`src/hdl/sha512_pkg.sv`:
```
// Package for the SHA-512 engine: round constants, initial hash, command types.
// Used by every module of the engine; depends on nothing.
package sha512_pkg;

  localparam int WORD_W = 64;
  localparam int ROUNDS = 80;

  localparam logic [63:0] PAD_WORD = 64'h8000000000000000;
  localparam logic [63:0] ALL_ONES = 64'hFFFFFFFFFFFFFFFF;

  // Commands from the controller to the datapath
  typedef struct packed {
    logic        load_word;    // write wdata into the schedule slot given by slot
    logic [63:0] wdata;
    logic        init_vars;    // copy hash into working variables
    logic        round;        // run one round
    logic [6:0]  round_idx;
    logic        fold;         // add working variables into hash
    logic        reset_hash;   // restore initial hash
    logic [3:0]  slot;         // schedule slot for load_word
  } dp_cmd_t;

  function automatic logic [63:0] init_hash(input logic [2:0] i);
    logic [63:0] v;
    case (i)
      3'd0: v = 64'h6a09e667f3bcc908;
      3'd1: v = 64'hbb67ae8584caa73b;
      3'd2: v = 64'h3c6ef372fe94f82b;
      3'd3: v = 64'ha54ff53a5f1d36f1;
      3'd4: v = 64'h510e527fade682d1;
      3'd5: v = 64'h9b05688c2b3e6c1f;
      3'd6: v = 64'h1f83d9abfb41bd6b;
      default: v = 64'h5be0cd19137e2179;
    endcase
    return v;
  endfunction

  function automatic logic [63:0] round_k(input logic [6:0] i);
    logic [63:0] v;
    case (i)
      7'd0: v = 64'h428a2f98d728ae22; 7'd1: v = 64'h7137449123ef65cd;
      7'd2: v = 64'hb5c0fbcfec4d3b2f; 7'd3: v = 64'he9b5dba58189dbbc;
      7'd4: v = 64'h3956c25bf348b538; 7'd5: v = 64'h59f111f1b605d019;
      7'd6: v = 64'h923f82a4af194f9b; 7'd7: v = 64'hab1c5ed5da6d8118;
      7'd8: v = 64'hd807aa98a3030242; 7'd9: v = 64'h12835b0145706fbe;
      7'd10: v = 64'h243185be4ee4b28c; 7'd11: v = 64'h550c7dc3d5ffb4e2;
      7'd12: v = 64'h72be5d74f27b896f; 7'd13: v = 64'h80deb1fe3b1696b1;
      7'd14: v = 64'h9bdc06a725c71235; 7'd15: v = 64'hc19bf174cf692694;
      7'd16: v = 64'he49b69c19ef14ad2; 7'd17: v = 64'hefbe4786384f25e3;
      7'd18: v = 64'h0fc19dc68b8cd5b5; 7'd19: v = 64'h240ca1cc77ac9c65;
      7'd20: v = 64'h2de92c6f592b0275; 7'd21: v = 64'h4a7484aa6ea6e483;
      7'd22: v = 64'h5cb0a9dcbd41fbd4; 7'd23: v = 64'h76f988da831153b5;
      7'd24: v = 64'h983e5152ee66dfab; 7'd25: v = 64'ha831c66d2db43210;
      7'd26: v = 64'hb00327c898fb213f; 7'd27: v = 64'hbf597fc7beef0ee4;
      7'd28: v = 64'hc6e00bf33da88fc2; 7'd29: v = 64'hd5a79147930aa725;
      7'd30: v = 64'h06ca6351e003826f; 7'd31: v = 64'h142929670a0e6e70;
      7'd32: v = 64'h27b70a8546d22ffc; 7'd33: v = 64'h2e1b21385c26c926;
      7'd34: v = 64'h4d2c6dfc5ac42aed; 7'd35: v = 64'h53380d139d95b3df;
      7'd36: v = 64'h650a73548baf63de; 7'd37: v = 64'h766a0abb3c77b2a8;
      7'd38: v = 64'h81c2c92e47edaee6; 7'd39: v = 64'h92722c851482353b;
      7'd40: v = 64'ha2bfe8a14cf10364; 7'd41: v = 64'ha81a664bbc423001;
      7'd42: v = 64'hc24b8b70d0f89791; 7'd43: v = 64'hc76c51a30654be30;
      7'd44: v = 64'hd192e819d6ef5218; 7'd45: v = 64'hd69906245565a910;
      7'd46: v = 64'hf40e35855771202a; 7'd47: v = 64'h106aa07032bbd1b8;
      7'd48: v = 64'h19a4c116b8d2d0c8; 7'd49: v = 64'h1e376c085141ab53;
      7'd50: v = 64'h2748774cdf8eeb99; 7'd51: v = 64'h34b0bcb5e19b48a8;
      7'd52: v = 64'h391c0cb3c5c95a63; 7'd53: v = 64'h4ed8aa4ae3418acb;
      7'd54: v = 64'h5b9cca4f7763e373; 7'd55: v = 64'h682e6ff3d6b2b8a3;
      7'd56: v = 64'h748f82ee5defb2fc; 7'd57: v = 64'h78a5636f43172f60;
      7'd58: v = 64'h84c87814a1f0ab72; 7'd59: v = 64'h8cc702081a6439ec;
      7'd60: v = 64'h90befffa23631e28; 7'd61: v = 64'ha4506cebde82bde9;
      7'd62: v = 64'hbef9a3f7b2c67915; 7'd63: v = 64'hc67178f2e372532b;
      7'd64: v = 64'hca273eceea26619c; 7'd65: v = 64'hd186b8c721c0c207;
      7'd66: v = 64'heada7dd6cde0eb1e; 7'd67: v = 64'hf57d4f7fee6ed178;
      7'd68: v = 64'h06f067aa72176fba; 7'd69: v = 64'h0a637dc5a2c898a6;
      7'd70: v = 64'h113f9804bef90dae; 7'd71: v = 64'h1b710b35131c471b;
      7'd72: v = 64'h28db77f523047d84; 7'd73: v = 64'h32caab7b40c72493;
      7'd74: v = 64'h3c9ebe0a15c9bebc; 7'd75: v = 64'h431d67c49c100d4c;
      7'd76: v = 64'h4cc5d4becb3e42b6; 7'd77: v = 64'h597f299cfc657e2a;
      7'd78: v = 64'h5fcb6fab3ad6faec; default: v = 64'h6c44198c4a475817;
    endcase
    return v;
  endfunction

endpackage

```
`src/hdl/sha512_if.sv`:
```
// Valid/ready channel interfaces for the SHA-512 engine.
// Depends on nothing but the widths of the payload fields.
interface sha512_in_if;
  logic        valid;
  logic        ready;
  logic [63:0] message_word;
  logic [3:0]  valid_bytes;
  logic        last_word;
  modport source (output valid, message_word, valid_bytes, last_word, input ready);
  modport sink (input valid, message_word, valid_bytes, last_word, output ready);
endinterface

interface sha512_out_if;
  logic        valid;
  logic        ready;
  logic [63:0] digest_word;
  logic [2:0]  digest_index;
  logic        digest_last;
  modport source (output valid, digest_word, digest_index, digest_last, input ready);
  modport sink (input valid, digest_word, digest_index, digest_last, output ready);
endinterface

```
`src/hdl/sha512_ctrl.sv`:
```
// Controller: word intake, padding sequence, round counter and digest output.
// Depends on sha512_pkg and the channel interfaces.
module sha512_ctrl (
  input  logic                 clk,
  input  logic                 rst_n,
  sha512_in_if.sink            in_ch,
  sha512_out_if.source         out_ch,
  output sha512_pkg::dp_cmd_t  cmd,
  output logic [2:0]           rd_idx,
  input  logic [63:0]          hash_rd
);

  localparam logic [2:0] S_IDLE  = 3'd0;
  localparam logic [2:0] S_PAD   = 3'd1;   // write pad / length words
  localparam logic [2:0] S_INIT  = 3'd2;
  localparam logic [2:0] S_ROUND = 3'd3;
  localparam logic [2:0] S_FOLD  = 3'd4;
  localparam logic [2:0] S_OUT   = 3'd5;

  logic [2:0]  state_r, state_nxt;
  logic [3:0]  pos_r, pos_nxt;
  logic [63:0] bytes_r, bytes_nxt;
  logic [6:0]  rnd_r, rnd_nxt;
  logic        fin_r, fin_nxt;      // in padding / final phase
  logic        pend_r, pend_nxt;    // pad byte still owed (full last word)
  logic        done_r, done_nxt;    // length words written, next fold ends message
  logic [2:0]  oidx_r, oidx_nxt;
  logic [3:0]  nb;
  logic [63:0] kept, fmask;
  logic        acc;

  assign acc = in_ch.valid && in_ch.ready;
  assign in_ch.ready = (state_r == S_IDLE);
  assign nb = (in_ch.valid_bytes > 4'd8) ? 4'd8 : in_ch.valid_bytes;
  assign fmask = (nb == 4'd0) ? 64'd0 : (sha512_pkg::ALL_ONES << (7'd64 - {nb, 3'b000}));
  assign kept = (in_ch.message_word & fmask) | (sha512_pkg::PAD_WORD >> {nb, 3'b000});

  assign out_ch.valid        = (state_r == S_OUT);
  assign out_ch.digest_word  = hash_rd;
  assign out_ch.digest_index = oidx_r;
  assign out_ch.digest_last  = (oidx_r == 3'd7);
  assign rd_idx = oidx_r;

  always_comb begin
    state_nxt = state_r;
    pos_nxt   = pos_r;
    bytes_nxt = bytes_r;
    rnd_nxt   = rnd_r;
    fin_nxt   = fin_r;
    pend_nxt  = pend_r;
    done_nxt  = done_r;
    oidx_nxt  = oidx_r;
    cmd       = '0;
    cmd.round_idx = rnd_r;
    cmd.slot  = pos_r;
    unique case (state_r)
      S_IDLE: begin
        if (acc) begin
          cmd.load_word = 1'b1;
          pos_nxt = pos_r + 4'd1;
          if (!in_ch.last_word) begin
            cmd.wdata = in_ch.message_word;
            bytes_nxt = bytes_r + 64'd8;
            if (pos_r == 4'd15) state_nxt = S_INIT;
          end else begin
            bytes_nxt = bytes_r + {60'd0, nb};
            fin_nxt   = 1'b1;
            pend_nxt  = (nb == 4'd8);
            cmd.wdata = (nb == 4'd8) ? in_ch.message_word : kept;
            state_nxt = (pos_r == 4'd15) ? S_INIT : S_PAD;
          end
        end
      end
      S_PAD: begin
        // one schedule word per cycle: owed pad byte, zeros, then length
        cmd.load_word = 1'b1;
        pos_nxt = pos_r + 4'd1;
        if (pend_r) begin
          cmd.wdata = sha512_pkg::PAD_WORD;
          pend_nxt = 1'b0;
          if (pos_r == 4'd15) state_nxt = S_INIT;
        end else if (pos_r == 4'd14) begin
          cmd.wdata = {61'd0, bytes_r[63:61]};
          done_nxt = 1'b1;
        end else if (pos_r == 4'd15) begin
          // low length word, or zero fill when the length has to go into a further block
          cmd.wdata = done_r ? {bytes_r[60:0], 3'b000} : '0;
          state_nxt = S_INIT;
        end else begin
          cmd.wdata = '0;
        end
      end
      S_INIT: begin
        cmd.init_vars = 1'b1;
        rnd_nxt = '0;
        state_nxt = S_ROUND;
      end
      S_ROUND: begin
        cmd.round = 1'b1;
        rnd_nxt = rnd_r + 7'd1;
        if (rnd_r == 7'(sha512_pkg::ROUNDS - 1)) state_nxt = S_FOLD;
      end
      S_FOLD: begin
        cmd.fold = 1'b1;
        rnd_nxt = '0;
        if (!fin_r) state_nxt = S_IDLE;
        else if (done_r) begin
          state_nxt = S_OUT;
          oidx_nxt = '0;
        end else begin
          // the length did not fit: a second block of zeros and length
          state_nxt = S_PAD;
        end
      end
      S_OUT: begin
        if (out_ch.ready) begin
          oidx_nxt = oidx_r + 3'd1;
          if (oidx_r == 3'd7) begin
            cmd.reset_hash = 1'b1;
            state_nxt = S_IDLE;
            pos_nxt = '0;
            bytes_nxt = '0;
            fin_nxt = 1'b0;
            done_nxt = 1'b0;
          end
        end
      end
      default: state_nxt = S_IDLE;
    endcase
  end

  always_ff @(posedge clk) begin
    if (!rst_n) begin
      state_r <= S_IDLE;
      pos_r   <= '0;
      bytes_r <= '0;
      rnd_r   <= '0;
      fin_r   <= 1'b0;
      pend_r  <= 1'b0;
      done_r  <= 1'b0;
      oidx_r  <= '0;
    end else begin
      state_r <= state_nxt;
      pos_r   <= pos_nxt;
      bytes_r <= bytes_nxt;
      rnd_r   <= rnd_nxt;
      fin_r   <= fin_nxt;
      pend_r  <= pend_nxt;
      done_r  <= done_nxt;
      oidx_r  <= oidx_nxt;
    end
  end

`ifndef ASSERT_OFF
  a_round_range: assert property (@(posedge clk) disable iff (!rst_n)
    state_r == S_ROUND |-> rnd_r < 7'(sha512_pkg::ROUNDS))
    else $error("round counter out of range");
  a_no_accept_busy: assert property (@(posedge clk) disable iff (!rst_n)
    state_r != S_IDLE |-> !in_ch.ready)
    else $error("input taken while busy");
  a_out_only_final: assert property (@(posedge clk) disable iff (!rst_n)
    out_ch.valid |-> fin_r && done_r)
    else $error("digest shown before final block");
  a_fold_after_rounds: assert property (@(posedge clk) disable iff (!rst_n)
    state_r == S_FOLD |-> $past(state_r) == S_ROUND)
    else $error("fold without rounds");
`endif

endmodule
```
`src/flat_wrapper.sv`:
```
// flat-port wrapper written by rule: the top's interface ports become plain ports
module sha512_ctrl_flat 
  (clk, rst_n, cmd, rd_idx, hash_rd, in_ch_valid, in_ch_message_word, in_ch_valid_bytes, in_ch_last_word, in_ch_ready, out_ch_valid, out_ch_digest_word, out_ch_digest_index, out_ch_digest_last, out_ch_ready);
  sha512_in_if in_ch_i ();
  sha512_out_if out_ch_i ();
  input  logic clk;
  input  logic rst_n;
  output sha512_pkg::dp_cmd_t cmd;
  output logic [2:0] rd_idx;
  input  logic [63:0] hash_rd;
  input wire logic [$bits(in_ch_i.valid)-1:0] in_ch_valid;
  input wire logic [$bits(in_ch_i.message_word)-1:0] in_ch_message_word;
  input wire logic [$bits(in_ch_i.valid_bytes)-1:0] in_ch_valid_bytes;
  input wire logic [$bits(in_ch_i.last_word)-1:0] in_ch_last_word;
  output wire logic [$bits(in_ch_i.ready)-1:0] in_ch_ready;
  output wire logic [$bits(out_ch_i.valid)-1:0] out_ch_valid;
  output wire logic [$bits(out_ch_i.digest_word)-1:0] out_ch_digest_word;
  output wire logic [$bits(out_ch_i.digest_index)-1:0] out_ch_digest_index;
  output wire logic [$bits(out_ch_i.digest_last)-1:0] out_ch_digest_last;
  input wire logic [$bits(out_ch_i.ready)-1:0] out_ch_ready;
  assign in_ch_i.valid = in_ch_valid;
  assign in_ch_i.message_word = in_ch_message_word;
  assign in_ch_i.valid_bytes = in_ch_valid_bytes;
  assign in_ch_i.last_word = in_ch_last_word;
  assign in_ch_ready = in_ch_i.ready;
  assign out_ch_valid = out_ch_i.valid;
  assign out_ch_digest_word = out_ch_i.digest_word;
  assign out_ch_digest_index = out_ch_i.digest_index;
  assign out_ch_digest_last = out_ch_i.digest_last;
  assign out_ch_i.ready = out_ch_ready;
  sha512_ctrl u_core (.clk(clk), .rst_n(rst_n), .in_ch(in_ch_i), .out_ch(out_ch_i), .cmd(cmd), .rd_idx(rd_idx), .hash_rd(hash_rd));
endmodule
```
`config.mk`:
```
export PLATFORM = sky130hd
export DESIGN_NAME = sha512_ctrl_flat
export DESIGN_NICKNAME = d
export VERILOG_FILES = /design/src/hdl/sha512_pkg.sv /design/src/hdl/sha512_if.sv /design/src/hdl/sha512_ctrl.sv /design/src/flat_wrapper.sv
export SDC_FILE = /design/constraint.sdc
export NUM_CORES = 1
export LEC_CHECK = 0
export BUFFER_PORTS_ARGS = -buffer_cell sky130_fd_sc_hd__buf_2
export CORE_MARGIN = 8
export CORE_UTILIZATION = 40
export CTS_CLUSTER_SIZE = 30
export DETAILED_ROUTE_END_ITERATION = 10
export GPL_ROUTABILITY_DRIVEN = 0
export HOLD_SLACK_MARGIN = 0.02
export PLACE_DENSITY = 0.72
export SYNTH_ARGS = -nofsm -noshare
export SYNTH_HDL_FRONTEND = slang
export SYNTH_SLANG_ARGS = --single-unit
```
`constraint.sdc`:
```
create_clock -name clk -period 3.3 [get_ports clk]
set_input_delay 0.33 -clock clk [delete_from_list [all_inputs] [get_ports clk]]
set_output_delay 0.33 -clock clk [all_outputs]
set_load 0.02 [all_outputs]
```
==> results.cfg <==
[global_route]
grt_pass1_vias = 6172
grtUsageTotal = 0.197
grt_pass1_wl_microns = 31700
grt.overflow.total = 0
grt_max_degree = 61
antenna_found_initial = 0

[timing]
finalCriticalPeriod_ns = 2.87
fin_worst_skew_ns = 0.0120
finalHoldViolations = 0
slew_headroom = 0.431
tightestPinTransition_ns = 0.846
layout_setup_ws_ns = 0.426
setup_violations = 0
grt_setup_unrepaired = no
fmax_ghz = 0.348
finalCritPeriodShare = 0.871
slew_violations = 0
tns_ns = 0

[yosys]
ys_top_cells_by_count = dfxtp_1, buf_4, a21oi_1
synth_warnings = 0
synth_compound_area_frac = 0.250
synth.most_common_cell = dfxtp_1
async_reset_ff_frac = 0
synth_edf_count = 0
synth_top_area_share = 0.271
syn-num-nets = 942
synth-main-ff-cell = dfxtp_1
syn_area_sq_um = 6210
synthCells = 787
synth_seq_cells = 84
synth_top_family_by_area = simple AND/OR/NAND/NOR gates
synth_top_cell_by_area = dfxtp_1
synth_adder_area_share = 0.0375
synth_cell_types = 63
synth-xor-area-share = 0.0310
syn_area_per_cell_sq_um = 7.89
yosysSeqAreaShare = 0.271
ys_top_cells_by_area = dfxtp_1, a22o_1, buf_4, a21oi_1, or4_1
synth-simple-area-share = 0.280
synthMuxAreaShare = 0.0131

[cts]
clock_sinks = 84
cts_tree = done
post_cts_buffers = 0
clkLatencyLatePin_ns = 0.35
clockBufferDepth = 2
cts_hold_buffers = 0
htree_levels = 3
cts_resized = 0
clk_pin_slew_ns = 0.06
cts_made_buffers = 9
cts.root.buffer_cell = clkbuf_16

[setup_path]
crit_top_cell = buf_4
cp_max_fo = 20
end_kind = output pin
critical_path.max_stage_delay_ns = 0.39
crit_chain = buf_4 -> nor3_1 -> and2_1 -> o21a_1 -> nor2b_1 -> buf_4 -> a22o_1 -> buf_2
start_kind = flop
cp_slowest_cell = and2_1
worstSetupPathType = flop to output pin
cp_top_family = simple AND/OR/NAND/NOR gates
cp.required_ns = 2.97
worstPathArrival_ns = 2.54
crit_buf_inv = 3

[power]
clkPwrFrac = 0.389
max-vdd-ir-drop_v = 0.000280
p_sw_uw = 737
pwr_density_cell_nw_per_um2 = 352
p_seq_frac = 0.420
leakage_nw = 2.79
combPwrFrac = 0.192
p_sw_frac = 0.296
total_power_mw = 2.49
p_int_mw = 1.75

[outcome]
status = finished clean

[cells_and_area]
diodes = 0
area_delta_synth_final_pct = 13.7
drive_gt1_frac = 0.251
nNetsFinal = 1030
fillers = 1552

[detailed_routing]
vias = 6466
routed_via_density = 6.05
antenna_left = 0
drc = 0
drt_iter0_markers = 472
wl_microns = 20200
wl_per_cell_microns = 18.9
drt-pass1-iter-count = 5

[floorplan]
core.rowCount = 45
core_area_sq_um = 15200
die_w_microns = 141
die_h_microns = 141
die_area_sq_um = 19800
num_io_pins = 290
start_util = 0.409

[place]
place_ws_ns = 0.465
port_buffers = 161
dp_hpwl_microns = 15300

[min_path]
holdCritPathClass = input pin to flop

[flow_run]
drv_cap = 0
## kinds of logic (layout without fill, tap and decap cells)
group | Yosys count | in the layout
compound gates | 219 | 219
flops | 84 | 84
xor+xnor | 22 | 22
mux | 8 | 8
buf+inv | 122 | 215
fa+ha+maj | 18 | 18
simple gates | 314 | 314
## power groups by stage
stage	Sequential, mW	Clock [mW]	Combinational [mW]
final	1.04	0.967	0.477
after global routing	1.05	1.03	0.520
after CTS	1.04	0.989	0.480
after detailed placement	1.07	0	0.478
after global placement	1.07	0	0.474
after floorplan	1.06	0	0.412
## worst paths after layout
kind                                                     from                            end  slack [ns]  depth (start not counted)
worst max-delay path                        u_core.state_r[0]                        cmd[29]        0.43                          8
worst min-delay path                                    rst_n              u_core.state_r[0]        0.30                          3
worst max register to register  u_core.out_ch.digest_index[0]             u_core.bytes_r[63]        0.58                          7
worst min register to register  u_core.out_ch.digest_index[1]  u_core.out_ch.digest_index[1]        0.48                          2
## layout by cell type (no fill, tap or decap), drive strengths merged, types with 3 or more instances in the layout
| cell | count |
|---|---|
| mux2i | 7 |
| ha | 17 |
| o41ai | 3 |
| dfxtp | 84 |
| a31oi | 3 |
| or4 | 34 |
| a22o | 58 |
| inv | 18 |
| and4 | 6 |
| o21a | 5 |
| nor2 | 52 |
| nand2b | 6 |
| a22oi | 4 |
| and3 | 9 |
| nor2b | 11 |
| a21o | 7 |
| xnor2 | 6 |
| nand3b | 3 |
| nor4 | 9 |
| o211ai | 4 |
| o21ai | 24 |
| a221o | 3 |
| nand4 | 32 |
| nand4b | 3 |
| nor4b | 3 |
| or2 | 8 |
| clkinvlp | 3 |
| xor2 | 16 |
| nand2 | 57 |
| o31ai | 25 |
| clkbuf | 11 |
| nor3 | 16 |
| or3 | 18 |
| a21oi | 65 |
| a211oi | 5 |
| nand3 | 35 |
| buf | 182 |
| nor3b | 3 |
| and2 | 7 |
## flip-flops by register name, summed over array words and instances (netlist names)
signal / count
u_core.bytes_r: 64
u_core.rnd_r: 7
u_core.pos_r: 4
u_core.out_ch.digest_index: 3
u_core.state_r: 3
u_core.done_r: 1
u_core.fin_r: 1
u_core.pend_r: 1
## metrics by stage
step	instances	hold slack [ns]	instance area, sq um	util
finish	1068	0.302	7060	0.465
global placement	1052	0.456	6790	0.446
CTS	1068	0.288	7060	0.465
detailed placement	1052	0.467	6790	0.446
global route	1068	0.307	7060	0.465
floorplan	787	0.434	6210	-
## layer usage
layer | GRT usage | share of wire
met3 | 0.0587 | 0.092
met4 | 0.101 | 0.038
met5 | 0 | 0
met2 | 0.314 | 0.45
met1 | 0.237 | 0.42
## cell type report
class	count	area [sq um]	area share
Clock inverter	5	36.3	0.00514
Clock buffer	11	243	0.0344
Multi-Input combinational cell	581	3820	0.540
Inverter	17	63.8	0.00903
Tap cell	188	235	0.0333
Sequential cell	84	1680	0.238
Timing Repair Buffer	182	988	0.140
## worst register-to-register path: stages, from the launching register on
cell	delay, ns
dfxtp_1	0.38
ha_1	0.17
ha_1	0.24
nand4_1	0.32
a2111oi_4	0.55
nand2_2	0.27
or4_1	0.57
a21oi_1	0.15
Note: power is estimated with default switching activity, not from simulation.
